===== config.mk =====
export PLATFORM = sky130hd
export DESIGN_NAME = glob_pattern_nfa_matcher
export DESIGN_NICKNAME = d
export VERILOG_FILES = /design/src/rtl/gpm_pkg.sv /design/src/rtl/glob_pattern_nfa_matcher.sv /design/src/rtl/gpm_ctrl.sv /design/src/rtl/gpm_datapath.sv
export SDC_FILE = /design/constraint.sdc
export NUM_CORES = 1
export LEC_CHECK = 0
export ABC_AREA = 1
export CAP_MARGIN = 10
export CORE_ASPECT_RATIO = 1.1
export CORE_MARGIN = 2
export CORE_UTILIZATION = 35
export DETAILED_ROUTE_END_ITERATION = 12
export DONT_BUFFER_PORTS = 1
export PLACE_DENSITY = 0.49
export SETUP_SLACK_MARGIN = 0.4
export SYNTH_ARGS = -nofsm -noshare
export SYNTH_HDL_FRONTEND = slang
export SYNTH_HIERARCHICAL = 1
export SYNTH_SLANG_ARGS = --single-unit

===== constraint.sdc =====
create_clock -name clk -period 4.65 [get_ports clk]
set_input_delay 0.6975 -clock clk [delete_from_list [all_inputs] [get_ports clk]]
set_output_delay 0.6975 -clock clk [all_outputs]
set_load 0.02 [all_outputs]

===== src/rtl/gpm_pkg.sv =====
// gpm_pkg: shared constants, types and codes of the glob pattern matcher
// used by gpm_ctrl, gpm_datapath and glob_pattern_nfa_matcher; no dependencies
package gpm_pkg;

    localparam int MAX_PATTERN_CHARS = 32;
    localparam int NUM_POS           = MAX_PATTERN_CHARS + 1;
    localparam int POS_W             = $clog2(NUM_POS);
    localparam int PAT_IDX_W         = $clog2(MAX_PATTERN_CHARS);
    localparam int LEN_W             = 6;

    localparam int CHAR_W            = 8;
    localparam int CFG_DATA_W        = 64;
    localparam int CFG_INDEX_W       = 3;
    localparam int BYTES_PER_REG     = CFG_DATA_W / CHAR_W;
    localparam int NUM_CHAR_REGS     = MAX_PATTERN_CHARS / BYTES_PER_REG;

    // closure unit walks this many positions per cycle
    localparam int CHUNK_POS         = 4;
    localparam int CHUNK_SHIFT       = $clog2(CHUNK_POS);
    localparam int NUM_CHUNKS        = MAX_PATTERN_CHARS / CHUNK_POS;
    localparam int CHUNK_IDX_W       = $clog2(NUM_CHUNKS);
    localparam int CNT_W             = CHUNK_IDX_W + 1;

    localparam logic [CHAR_W-1:0] CHAR_STAR  = 8'h2A;
    localparam logic [CHAR_W-1:0] CHAR_QMARK = 8'h3F;
    localparam logic [CHAR_W-1:0] CHAR_SLASH = 8'h2F;

    localparam logic [CFG_INDEX_W-1:0] CFG_CHARS_0 = 3'd0;
    localparam logic [CFG_INDEX_W-1:0] CFG_CHARS_1 = 3'd1;
    localparam logic [CFG_INDEX_W-1:0] CFG_CHARS_2 = 3'd2;
    localparam logic [CFG_INDEX_W-1:0] CFG_CHARS_3 = 3'd3;
    localparam logic [CFG_INDEX_W-1:0] CFG_LENGTH  = 3'd4;

    typedef enum logic [4:0] {
        ST_IDLE      = 5'b00001,
        ST_CLOSE_PRE = 5'b00010,
        ST_ADVANCE   = 5'b00100,
        ST_CLOSE_END = 5'b01000,
        ST_EMIT      = 5'b10000
    } state_t;

    typedef struct packed {
        logic load;
        logic close_step;
        logic advance;
        logic finish;
    } cmd_t;

    typedef struct packed {
        logic in_consume;
        logic in_end;
        logic item_end;
        logic close_done;
        logic out_free;
    } status_t;

endpackage


===== src/rtl/glob_pattern_nfa_matcher.sv =====
// per text byte: star closure over L = pattern length in use, then the byte advance, then s_tready again;
// the star closure unit covers 4 positions per cycle, then one byte step over all positions
// final item: one more closure pass, then the result on m_tvalid, one result per text
// pending result sits in an output register while the next text is taken
// reset: pattern bytes cleared, pattern length 1, only position zero active
// glob_pattern_nfa_matcher: top level, joins gpm_ctrl and gpm_datapath; depends on gpm_pkg
module glob_pattern_nfa_matcher (
    input  logic                                clk,
    input  logic                                rst_n,
    input  logic                                s_tvalid,
    output logic                                s_tready,
    input  logic [gpm_pkg::CHAR_W-1:0]          s_tdata,   // text_char
    input  logic [0:0]                          s_tuser,   // text_empty
    input  logic                                s_tlast,
    output logic                                m_tvalid,
    input  logic                                m_tready,
    output logic [gpm_pkg::CHAR_W-1:0]          m_tdata,   // matched, zero fill
    input  logic                                cfg_valid,
    output logic                                cfg_ready,
    input  logic [gpm_pkg::CFG_INDEX_W-1:0]     cfg_index,
    input  logic [gpm_pkg::CFG_DATA_W-1:0]      cfg_data
);

    gpm_pkg::cmd_t    cmd;
    gpm_pkg::status_t status;

    assign cfg_ready = 1'b1;

    gpm_ctrl u_ctrl (
        .clk      (clk),
        .rst_n    (rst_n),
        .s_tvalid (s_tvalid),
        .s_tready (s_tready),
        .status   (status),
        .cmd      (cmd)
    );

    gpm_datapath u_datapath (
        .clk       (clk),
        .rst_n     (rst_n),
        .s_tdata   (s_tdata),
        .s_tuser   (s_tuser),
        .s_tlast   (s_tlast),
        .cfg_valid (cfg_valid),
        .cfg_index (cfg_index),
        .cfg_data  (cfg_data),
        .m_tready  (m_tready),
        .m_tvalid  (m_tvalid),
        .m_tdata   (m_tdata),
        .cmd       (cmd),
        .status    (status)
    );

endmodule


===== src/rtl/gpm_ctrl.sv =====
// gpm_ctrl: sequencing state machine of the glob pattern matcher
// depends on gpm_pkg; drives gpm_datapath through gpm_pkg::cmd_t
module gpm_ctrl (
    input  logic             clk,
    input  logic             rst_n,
    input  logic             s_tvalid,
    output logic             s_tready,
    input  gpm_pkg::status_t status,
    output gpm_pkg::cmd_t    cmd
);

    gpm_pkg::state_t state_reg;
    gpm_pkg::state_t state_next;

    always_ff @(posedge clk or negedge rst_n)
    begin
        if (!rst_n)
        begin
            state_reg <= gpm_pkg::ST_IDLE;
        end
        else
        begin
            state_reg <= state_next;
        end
    end

    always_comb
    begin
        state_next = state_reg;
        cmd        = '0;
        s_tready   = 1'b0;
        case (state_reg)
            gpm_pkg::ST_IDLE:
            begin
                s_tready = 1'b1;
                if (s_tvalid)
                begin
                    cmd.load = 1'b1;
                    if (status.in_consume)
                    begin
                        state_next = gpm_pkg::ST_CLOSE_PRE;
                    end
                    else if (status.in_end)
                    begin
                        state_next = gpm_pkg::ST_CLOSE_END;
                    end
                end
            end
            gpm_pkg::ST_CLOSE_PRE:
            begin
                if (status.close_done)
                begin
                    state_next = gpm_pkg::ST_ADVANCE;
                end
                else
                begin
                    cmd.close_step = 1'b1;
                end
            end
            gpm_pkg::ST_ADVANCE:
            begin
                cmd.advance = 1'b1;
                state_next  = status.item_end ? gpm_pkg::ST_CLOSE_END : gpm_pkg::ST_IDLE;
            end
            gpm_pkg::ST_CLOSE_END:
            begin
                if (status.close_done)
                begin
                    state_next = gpm_pkg::ST_EMIT;
                end
                else
                begin
                    cmd.close_step = 1'b1;
                end
            end
            gpm_pkg::ST_EMIT:
            begin
                if (status.out_free)
                begin
                    cmd.finish = 1'b1;
                    state_next = gpm_pkg::ST_IDLE;
                end
            end
            default:
            begin
                state_next = gpm_pkg::ST_IDLE;
            end
        endcase
    end

endmodule


===== src/rtl/gpm_datapath.sv =====
// gpm_datapath: pattern registers, active position vector, star closure unit,
// byte advance logic and result register; depends on gpm_pkg
module gpm_datapath (
    input  logic                                clk,
    input  logic                                rst_n,
    input  logic [gpm_pkg::CHAR_W-1:0]          s_tdata,
    input  logic [0:0]                          s_tuser,
    input  logic                                s_tlast,
    input  logic                                cfg_valid,
    input  logic [gpm_pkg::CFG_INDEX_W-1:0]     cfg_index,
    input  logic [gpm_pkg::CFG_DATA_W-1:0]      cfg_data,
    input  logic                                m_tready,
    output logic                                m_tvalid,
    output logic [gpm_pkg::CHAR_W-1:0]          m_tdata,
    input  gpm_pkg::cmd_t                       cmd,
    output gpm_pkg::status_t                    status
);

    logic [gpm_pkg::CFG_DATA_W-1:0] chars_reg [gpm_pkg::NUM_CHAR_REGS];
    logic [gpm_pkg::LEN_W-1:0]      length_reg;
    logic [gpm_pkg::NUM_POS-1:0]    act_reg;
    logic [gpm_pkg::NUM_POS-1:0]    act_next;
    logic [gpm_pkg::CHAR_W-1:0]     char_reg;
    logic                           end_reg;
    logic [gpm_pkg::CNT_W-1:0]      cnt_reg;
    logic [gpm_pkg::CNT_W-1:0]      cnt_next;
    logic                           out_valid_reg;
    logic                           out_valid_next;
    logic                           matched_reg;
    logic                           matched_next;

    logic                           len_valid;
    logic [gpm_pkg::LEN_W-1:0]      len_eff;
    logic [gpm_pkg::CHAR_W-1:0]     pbyte [gpm_pkg::MAX_PATTERN_CHARS];
    logic [gpm_pkg::MAX_PATTERN_CHARS-1:0] in_range;
    logic [gpm_pkg::MAX_PATTERN_CHARS+1:0] star_raw;
    logic [gpm_pkg::MAX_PATTERN_CHARS+1:0] slash_raw;
    logic [gpm_pkg::MAX_PATTERN_CHARS-1:0] star_pos;
    logic [gpm_pkg::MAX_PATTERN_CHARS-1:0] dstar_pos;
    logic [gpm_pkg::MAX_PATTERN_CHARS-1:0] dslash_pos;
    logic [gpm_pkg::MAX_PATTERN_CHARS-1:0] qmark_pos;
    logic [gpm_pkg::NUM_POS-1:0]    closed;
    logic [gpm_pkg::NUM_POS-1:0]    advanced;
    logic                           close_done;
    logic                           out_free;
    logic                           matched_now;

    assign len_valid = length_reg <= gpm_pkg::LEN_W'(gpm_pkg::MAX_PATTERN_CHARS);
    assign len_eff   = len_valid ? length_reg : '0;

    // per-position pattern decode
    always_comb
    begin
        star_raw  = '0;
        slash_raw = '0;
        for (int i = 0; i < gpm_pkg::MAX_PATTERN_CHARS; i++)
        begin
            pbyte[i] = chars_reg[i / gpm_pkg::BYTES_PER_REG]
                                [(i % gpm_pkg::BYTES_PER_REG) * gpm_pkg::CHAR_W +: gpm_pkg::CHAR_W];
            in_range[i]  = gpm_pkg::LEN_W'(i) < len_eff;
            star_raw[i]  = in_range[i] && (pbyte[i] == gpm_pkg::CHAR_STAR);
            slash_raw[i] = in_range[i] && (pbyte[i] == gpm_pkg::CHAR_SLASH);
            qmark_pos[i] = in_range[i] && (pbyte[i] == gpm_pkg::CHAR_QMARK);
        end
        for (int i = 0; i < gpm_pkg::MAX_PATTERN_CHARS; i++)
        begin
            star_pos[i]   = star_raw[i];
            dstar_pos[i]  = star_raw[i] && star_raw[i + 1];
            dslash_pos[i] = slash_raw[i + 2];
        end
    end

    // star closure over one chunk of positions, in ascending order
    always_comb
    begin
        logic [gpm_pkg::NUM_POS+2:0]     tmp;
        logic [gpm_pkg::PAT_IDX_W-1:0]   base;
        logic [gpm_pkg::PAT_IDX_W-1:0]   pos;
        logic [gpm_pkg::POS_W-1:0]       pos_w;
        tmp  = {3'b000, act_reg};
        base = {cnt_reg[gpm_pkg::CHUNK_IDX_W-1:0], gpm_pkg::CHUNK_SHIFT'(0)};
        for (int k = 0; k < gpm_pkg::CHUNK_POS; k++)
        begin
            pos   = base + gpm_pkg::PAT_IDX_W'(k);
            pos_w = {1'b0, pos};
            if (tmp[pos_w] && star_pos[pos])
            begin
                if (dstar_pos[pos])
                begin
                    tmp[pos_w + gpm_pkg::POS_W'(2)] = 1'b1;
                    if (dslash_pos[pos])
                    begin
                        tmp[pos_w + gpm_pkg::POS_W'(3)] = 1'b1;
                    end
                end
                else
                begin
                    tmp[pos_w + gpm_pkg::POS_W'(1)] = 1'b1;
                end
            end
        end
        closed = tmp[gpm_pkg::NUM_POS-1:0];
    end

    // byte step, all positions in parallel
    always_comb
    begin
        logic c_slash;
        c_slash  = char_reg == gpm_pkg::CHAR_SLASH;
        advanced = '0;
        for (int i = 0; i < gpm_pkg::MAX_PATTERN_CHARS; i++)
        begin
            if (act_reg[i] && in_range[i])
            begin
                if (star_pos[i])
                begin
                    if (dstar_pos[i] || !c_slash)
                    begin
                        advanced[i] = 1'b1;
                    end
                end
                else if ((qmark_pos[i] && !c_slash) || (pbyte[i] == char_reg))
                begin
                    advanced[i + 1] = 1'b1;
                end
            end
        end
    end

    assign close_done  = {cnt_reg, gpm_pkg::CHUNK_SHIFT'(0)} >= len_eff;
    assign out_free    = !out_valid_reg || m_tready;
    assign matched_now = len_valid && act_reg[len_eff];

    always_comb
    begin
        act_next       = act_reg;
        cnt_next       = cnt_reg;
        out_valid_next = out_valid_reg;
        matched_next   = matched_reg;
        if (m_tready)
        begin
            out_valid_next = 1'b0;
        end
        if (cmd.finish)
        begin
            act_next       = gpm_pkg::NUM_POS'(1);
            out_valid_next = 1'b1;
            matched_next   = matched_now;
        end
        else if (cmd.advance)
        begin
            act_next = advanced;
        end
        else if (cmd.close_step)
        begin
            act_next = closed;
        end
        if (cmd.load || cmd.advance)
        begin
            cnt_next = '0;
        end
        else if (cmd.close_step)
        begin
            cnt_next = cnt_reg + gpm_pkg::CNT_W'(1);
        end
    end

    always_ff @(posedge clk or negedge rst_n)
    begin
        if (!rst_n)
        begin
            for (int r = 0; r < gpm_pkg::NUM_CHAR_REGS; r++)
            begin
                chars_reg[r] <= '0;
            end
            length_reg    <= gpm_pkg::LEN_W'(1);
            act_reg       <= gpm_pkg::NUM_POS'(1);
            cnt_reg       <= '0;
            out_valid_reg <= 1'b0;
            end_reg       <= 1'b0;
        end
        else
        begin
            if (cfg_valid)
            begin
                case (cfg_index)
                    gpm_pkg::CFG_CHARS_0: chars_reg[0] <= cfg_data;
                    gpm_pkg::CFG_CHARS_1: chars_reg[1] <= cfg_data;
                    gpm_pkg::CFG_CHARS_2: chars_reg[2] <= cfg_data;
                    gpm_pkg::CFG_CHARS_3: chars_reg[3] <= cfg_data;
                    gpm_pkg::CFG_LENGTH:  length_reg   <= cfg_data[gpm_pkg::LEN_W-1:0];
                    default:
                    begin
                    end
                endcase
            end
            act_reg       <= act_next;
            cnt_reg       <= cnt_next;
            out_valid_reg <= out_valid_next;
            if (cmd.load)
            begin
                end_reg <= s_tuser[0] || s_tlast;
            end
        end
    end

    always_ff @(posedge clk)
    begin
        if (cmd.load)
        begin
            char_reg <= s_tdata;
        end
        matched_reg <= matched_next;
    end

    assign status.in_consume = !s_tuser[0] && len_valid;
    assign status.in_end     = s_tuser[0] || s_tlast;
    assign status.item_end   = end_reg;
    assign status.close_done = close_done;
    assign status.out_free   = out_free;

    assign m_tvalid = out_valid_reg;
    assign m_tdata  = {{(gpm_pkg::CHAR_W-1){1'b0}}, matched_reg};

`ifndef ASSERT_OFF
    a_step_not_past_len: assert property (@(posedge clk) disable iff (!rst_n)
        cmd.close_step |-> !close_done)
        else $error("closure step issued past pattern length");

    a_finish_slot_free: assert property (@(posedge clk) disable iff (!rst_n)
        cmd.finish |-> (!out_valid_reg || m_tready))
        else $error("result overwrites a pending transfer");

    a_cnt_bound: assert property (@(posedge clk) disable iff (!rst_n)
        cnt_reg <= gpm_pkg::CNT_W'(gpm_pkg::NUM_CHUNKS))
        else $error("chunk counter out of range");

    a_finish_restarts: assert property (@(posedge clk) disable iff (!rst_n)
        cmd.finish |=> (act_reg == gpm_pkg::NUM_POS'(1)) && out_valid_reg)
        else $error("state not restarted after result");
`endif

endmodule

---- Word-level counts from Yosys, hierarchy flattened ----
Index checks and enable logic that the tools add are counted.
W data, S select, Z words.
word-level totals
  register bits ........................... 315
  output and inout port bits .............. 11
operators by class
  add/subtract/negate cells ............... 16
  magnitude comparators ................... 67
  equal/unequal tests ..................... 141
  mux-type cells .......................... 254
  bitwise operators ....................... 12
  reductions and logical operators ........ 287
operators with widths
  operator               number
  $eq A8 B6 Y1 const B   95
  $mux W33               15
  $or A33 B33 Y33        12
  $eq A8 B8 Y1           32
  $logic_and A1 B1 Y1    207
  $mux W1                167
  $lt A5 B6 Y1 const A   16
  $lt A6 B7 Y1 const B   13
  $demux W1 S6           12
  $ge A6 B1 Y1 const B   12
  $logic_or A1 B1 Y1     66
  $mux W2                32
  $bmux W1 S5            12
  $add A5 B2 Y6 const B  8
  $lt A4 B6 Y1 const A   8
  $mux W5                6
  $lt A5 B7 Y1 const B   4
  $pmux W5 S5            1
  $add A5 B1 Y6 const B  4
  $lt A3 B6 Y1 const A   4
  $lt A5 B6 Y1 const B   4
  $bmux W1 S3            4
  $lt A1 B6 Y1 const A   2
  $lt A2 B6 Y1 const A   2
  other kinds (26)       39

---- Longest topological paths before layout ----
  depth after elaboration ................. 104
  mapped depth ............................ 36
  depth with buffers taken out ............ 34

---- Cells and area by module ----
The synthesis kept the hierarchy.
modules (own cells, without submodules)
  module                    instances  cells an instance  area each (µm²)  sequential area each (µm²)
  gpm_datapath              1          2,901              20,719.9         7,805.0
  gpm_ctrl                  1          56                 385.4            126.4
  glob_pattern_nfa_matcher  1          2                  11.3             0.0

---- Worst setup path before layout ----
No wires, ideal clock.
  kind .................................... register to register
  start point ............................. register u_datapath/length_reg[0] (netlist name)
  end point ............................... register u_datapath/act_reg[2] (netlist name)
  library setup time ...................... 0.067 ns
  arrival ................................. 3.710 ns
  data required time ...................... 4.583 ns
  slack ................................... 0.873 ns
  cell stages (with the launch flop) ...... 36
  path buffers ............................ 3
  clock period less this slack ............ 3.777 ns
  cell sequence ........................... dfstp_2 buf_2 nor2_4 nand3_4 nand3_2 inv_2 nand2_1 inv_2 nor2_2 nand2_1 nand2_1 nand2_1 nand2_2 nor2_4 nand2_4 buf_6 nand3_1 nand2_1 inv_2 nand4_1 nand3_1 nand2_1 nor2_4 nand3_4 inv_4 nand2_2 nand3_1 nand2_1 inv_1 nand3_2 nor2_4 buf_6 nand3_1 nand2_1 nand2_1 nand2_1
on the way
  word-level cells in the longest chain between the ends .. 27
  elaborated cells on any way between the ends .. 201
  classes of those cells .................. order compare: 34; mux: 54; bitwise: 9; reduce/logical: 104
ends and longest elaborated chain
  what                                                                   line                 text
  start, declared                                                        gpm_datapath.sv:20   logic [gpm_pkg::LEN_W-1:0] length_reg;
  start signal, assigned                                                 gpm_datapath.sv:176  length_reg <= gpm_pkg::LEN_W'(1);
  start signal, assigned                                                 gpm_datapath.sv:191  gpm_pkg::CFG_LENGTH: length_reg <= cfg_data[gpm_pkg::LEN_W-1:0];
  $le A6 B6 Y1                                                           gpm_datapath.sv:48   assign len_valid = length_reg <= gpm_pkg::LEN_W'(gpm_pkg::MAX_PATTERN_CHARS);
  $mux W6 *                                                              gpm_datapath.sv:49   assign len_eff = len_valid ? length_reg : '0;
  parallel branches: the longest is 25 deep, another holds $lt A2 B6 Y1  --
  end signal, assigned                                                   gpm_datapath.sv:177  act_reg <= gpm_pkg::NUM_POS'(1);
  end signal, assigned                                                   gpm_datapath.sv:197  act_reg <= act_next;
  end, declared                                                          gpm_datapath.sv:21   logic [gpm_pkg::NUM_POS-1:0] act_reg;
Mark *: on every way between the ends. The select of a mux whose other input is x is not followed.
A chain may end at the register's enable or synchronous reset.

---- Final worst setup path ----
  start point ............................. register u_datapath/length_reg[0] (netlist name)
  end point ............................... register u_datapath/act_reg[11] (netlist name)
Same word-level chain as after synthesis.

==> impl_metrics.csv <==
group,metric,value,unit
outcome,status,"finished with violations",
outcome,violations,"hold timing",
timing,skew,0.01994,ns
floorplanning,dieHeight,261.6,µm
final_layout,stdcell_area,25670,µm²
setup_path,critical_path_class,"reg -> reg",
final_layout,syn2layout_area_growth,21.58,%
timing,rsz0062_at_grt,"true",
grt,track_usage,33.53,%
setup_path,path_buf_inv,10,
grt,met3_usage,5.756,%
logic_synthesis,seq_area_frac_synth,37.56,%
floorplanning,io_pins,93,
setup_path,reg2reg_slack,0.22,ns
routing,wirelength,105300,µm
routing,remaining_drc_errors,0,
placed_design,place_congestion,1.027,
timing,tightest_slew,1.483,ns
setup_path,cpMostUsedCell,"buf_4",
logic_synthesis,synth-edff-count,9,
timing,period_share,95.23,%
run,cap_violations,0,
grt,grt_pass1_vias,21860,
final_layout,regArea,7933,µm²
setup_path,end_kind,"register",
setup_path,cp_data_required_time,5.16,ns
timing,slew_violations,0,
placed_design,place_hpwl,79370,µm
setup_path,cpPeakStageDelay,0.55,ns
setup_path,timing.rr.end,"u_datapath/act_reg[11]",
clock_tree,htreeDepth,2,
final_layout,final_util,42.97,%
grt,use_met2,54.41,%
placed_design,io_buffers,0,
logic_synthesis,ys_warn_count,6,
pwr,power,0.01310,W
routing,drt_iter0_markers,2630,
logic_synthesis,ys_async_sr_fraction,97.14,%
floorplanning,die_area,62320,µm²
floorplanning,initial_utilization,35.34,%
pwr,ir_worst_vdd,0.0003873,V
setup_path,critPathMaxFanout,8,
routing,first_pass_iters,6,
grt,grt_pass1_wl,151600,µm
logic_synthesis,synthFlopType,"dfrtp_1",
timing,hold_violations,83,
grt,met1_usage,45.24,%
clock_tree,clock_latency,0.57,ns
timing,clock.fmax,225.8,MHz
final_layout,n_fill_cell,6299,
setup_path,reg2regPathDepth,32,
grt,grt.overflow.total,0,
clock_tree,cts.sinks,315,
timing,hold_slack,-0.1807,ns
logic_synthesis,avgSynthCellArea,7.136,µm²
logic_synthesis,synth_cell_type_count,63,
routing,ant_nets,0,
placed_design,place_area,23270,µm²
timing,fin_ws,0.2218,ns
grt,grt_max_degree,307,
logic_synthesis,synth_seq_cells,315,
clock_tree,clk_pin_slew_worst_paths,0.07,ns
setup_path,arrival,4.94,ns
grt,grt_antenna_before_repair,5,
routing,post_drt_wl_per_cell,26.83,µm
grt,grt.busiest_layer,"met2",
setup_path,critical-path-top-delay-family,"simple AND/OR/NAND/NOR gates",
placed_design,place_ws,-0.1732,ns
logic_synthesis,synth_area,21120,µm²
clock_tree,cts_tree,"done",
floorplanning,row_count,94,
setup_path,startpoint_type,"register",
final_layout,largest_reg_flops,256,
final_layout,multi_input_comb_area,11850,µm²
timing,slew_headroom,1.136,%
final_layout,fin_nets,3211,
pwr,p_leak,11.41,nW
pwr,power.density,510.4,nW/µm²
clock_tree,cts-buffers-inserted,40,
setup_path,reg2reg_from,"u_datapath/length_reg[0]",
logic_synthesis,synth_cells,2959,
floorplanning,core-area,59750,µm²
clock_tree,cts_buffer_depth,3,
timing,setup_violations,0,
floorplanning,die_width,238.2,µm
clock_tree,clockRootBuffer,"clkbuf_16",
routing,vias,22560,
timing,setup_tns,0,ns
timing,finalCriticalPeriod,4.428,ns
final_layout,drive_above_1_share,16.32,%
hold_path,min_path_type,"in -> async",
setup_path,crit_slowest_cell,"dfstp_2",
routing,avgViaCountPerCell,5.747,
worst reg2reg max path: cells and delay by family (launching register included):
family | cells | cell delay, ns
and+or+nand+nor | 21 | 2.32
buffers and inverters | 10 | 1.33
DFF | 1 | 0.55
AOI/OAI and AO/OA | 1 | 0.16
where the power goes:
group	internal, W	leakage (nW)	switching [W]
combinational	0.00191	6.73	0.00369
clock	0.00214	0.709	0.00131
sequential	0.00332	3.97	0.000738
total	0.00737	11.4	0.00573
cells by family (layout without fill, tap and decap cells):
| family | count (synthesis) | count (layout) | share of synthesized area [%] |
|---|---|---|---|
| other cells | 2 | 10 | 0.03556 |
| flops | 315 | 315 | 37.56 |
| simple gates | 1455 | 1456 | 31.39 |
| buf+inv | 487 | 676 | 9.012 |
| fa+ha+maj | 5 | 5 | 0.2963 |
| xor+xnor | 160 | 160 | 6.636 |
| compound gates | 535 | 535 | 15.07 |
placed cells by master, fill, tap and decap left out, types with 8 or more instances in the layout:
| master | instances |
|---|---|
| nor2_1 | 200 |
| o2111ai_1 | 22 |
| nand2_4 | 12 |
| a31oi_1 | 11 |
| o21ai_0 | 330 |
| o41ai_1 | 12 |
| xnor2_1 | 140 |
| nor2_4 | 18 |
| nand4_1 | 147 |
| nor2_2 | 12 |
| buf_12 | 12 |
| dfrtp_1 | 302 |
| or2_2 | 19 |
| o221ai_1 | 14 |
| clkbuf_8 | 13 |
| buf_6 | 13 |
| xor2_1 | 20 |
| nand2_1 | 689 |
| edfxtp_1 | 9 |
| o211ai_1 | 22 |
| o21ai_1 | 10 |
| nor4_1 | 37 |
| conb_1 | 8 |
| o22ai_1 | 12 |
| buf_4 | 239 |
| inv_1 | 319 |
| clkbuf_16 | 42 |
| nand3_1 | 155 |
| inv_2 | 11 |
| nand2_2 | 36 |
| a21oi_1 | 31 |
| a211oi_1 | 10 |
| nor3_1 | 69 |
| nor3_2 | 11 |
| nand3_2 | 17 |
synth_stat cells, types with 11 or more instances:
cell type  instances  area (µm²)
inv_1            324        1216
buf_4             12       90.09
nand2_2           11       68.82
dfrtp_1          303        7582
xor2_1            20       175.2
a31oi_1           11       68.82
o41ai_1           12       105.1
nand3_1          169       845.8
or2_2             19       118.9
nor2_4            11       123.9
a21oi_1           33       165.2
nor4_1            40       250.2
xnor2_1          140        1226
a211oi_1          14       105.1
o221ai_1          15       131.4
o21ai_0          334        1672
nor3_1            82       410.4
clkbuf_1         110       412.9
o211ai_1          22       165.2
nand2_1          723        2714
o22ai_1           12       75.07
o2111ai_1         23       201.4
nor2_1           210       788.3
nand4_1          147       919.6
buf_1             16       60.06
worst max path at each step:
stage	start	end	slack, ns	depth (start not counted)
final	u_datapath/length_reg[0]	u_datapath/act_reg[11]	0.22	32
after global routing	u_datapath/length_reg[4]	u_datapath/act_reg[12]	0.05	29
after CTS	u_datapath/length_reg[5]	u_datapath/act_reg[30]	0.37	35
after detailed placement	u_datapath/length_reg[4]	u_datapath/act_reg[18]	-0.17	24
after global placement	u_datapath/length_reg[4]	u_datapath/act_reg[18]	-0.21	24
after floorplan	u_datapath/length_reg[0]	u_datapath/act_reg[2]	0.87	35
final cells by class:
class / count / share of cell area, %
Clock inverter: 11 / 0.7944
Multi-Input combinational cell: 2164 / 46.15
Sequential cell: 315 / 30.90
Antenna cell: 2 / 0.01949
Inverter: 339 / 5.005
Tap cell: 768 / 3.743
Clock buffer: 62 / 4.893
Timing Repair Buffer: 264 / 8.495
stage by stage:
stage,instances,hold WS (ns)
4_1_cts,3915,-0.1999
5_1_grt,3924,-0.2050
6_report,3925,-0.1807
3_5_place_dp,3799,0.4114
3_3_place_gp,3799,0.4110
2_1_floorplan,2965,0.4019
routing by layer:
layer  vias up  part of all wire [%]  wire length (µm)
met1     11110                    43             45390
met4         4                   3.8              3995
met5         -                 0.022                23
met3       195                   7.9              8351
li1      10280                     -                 -
met2       968                    45             47560
what timing repair did:
action,4_1_cts,5_1_grt
pin swaps,27,24
endpoints found under the hold margin,304,304
cloned,1,0
endpoints found under the setup margin,30,28
resized for setup,89,50
buffers inserted,42,8
Power figures use the tool's default switching activity.
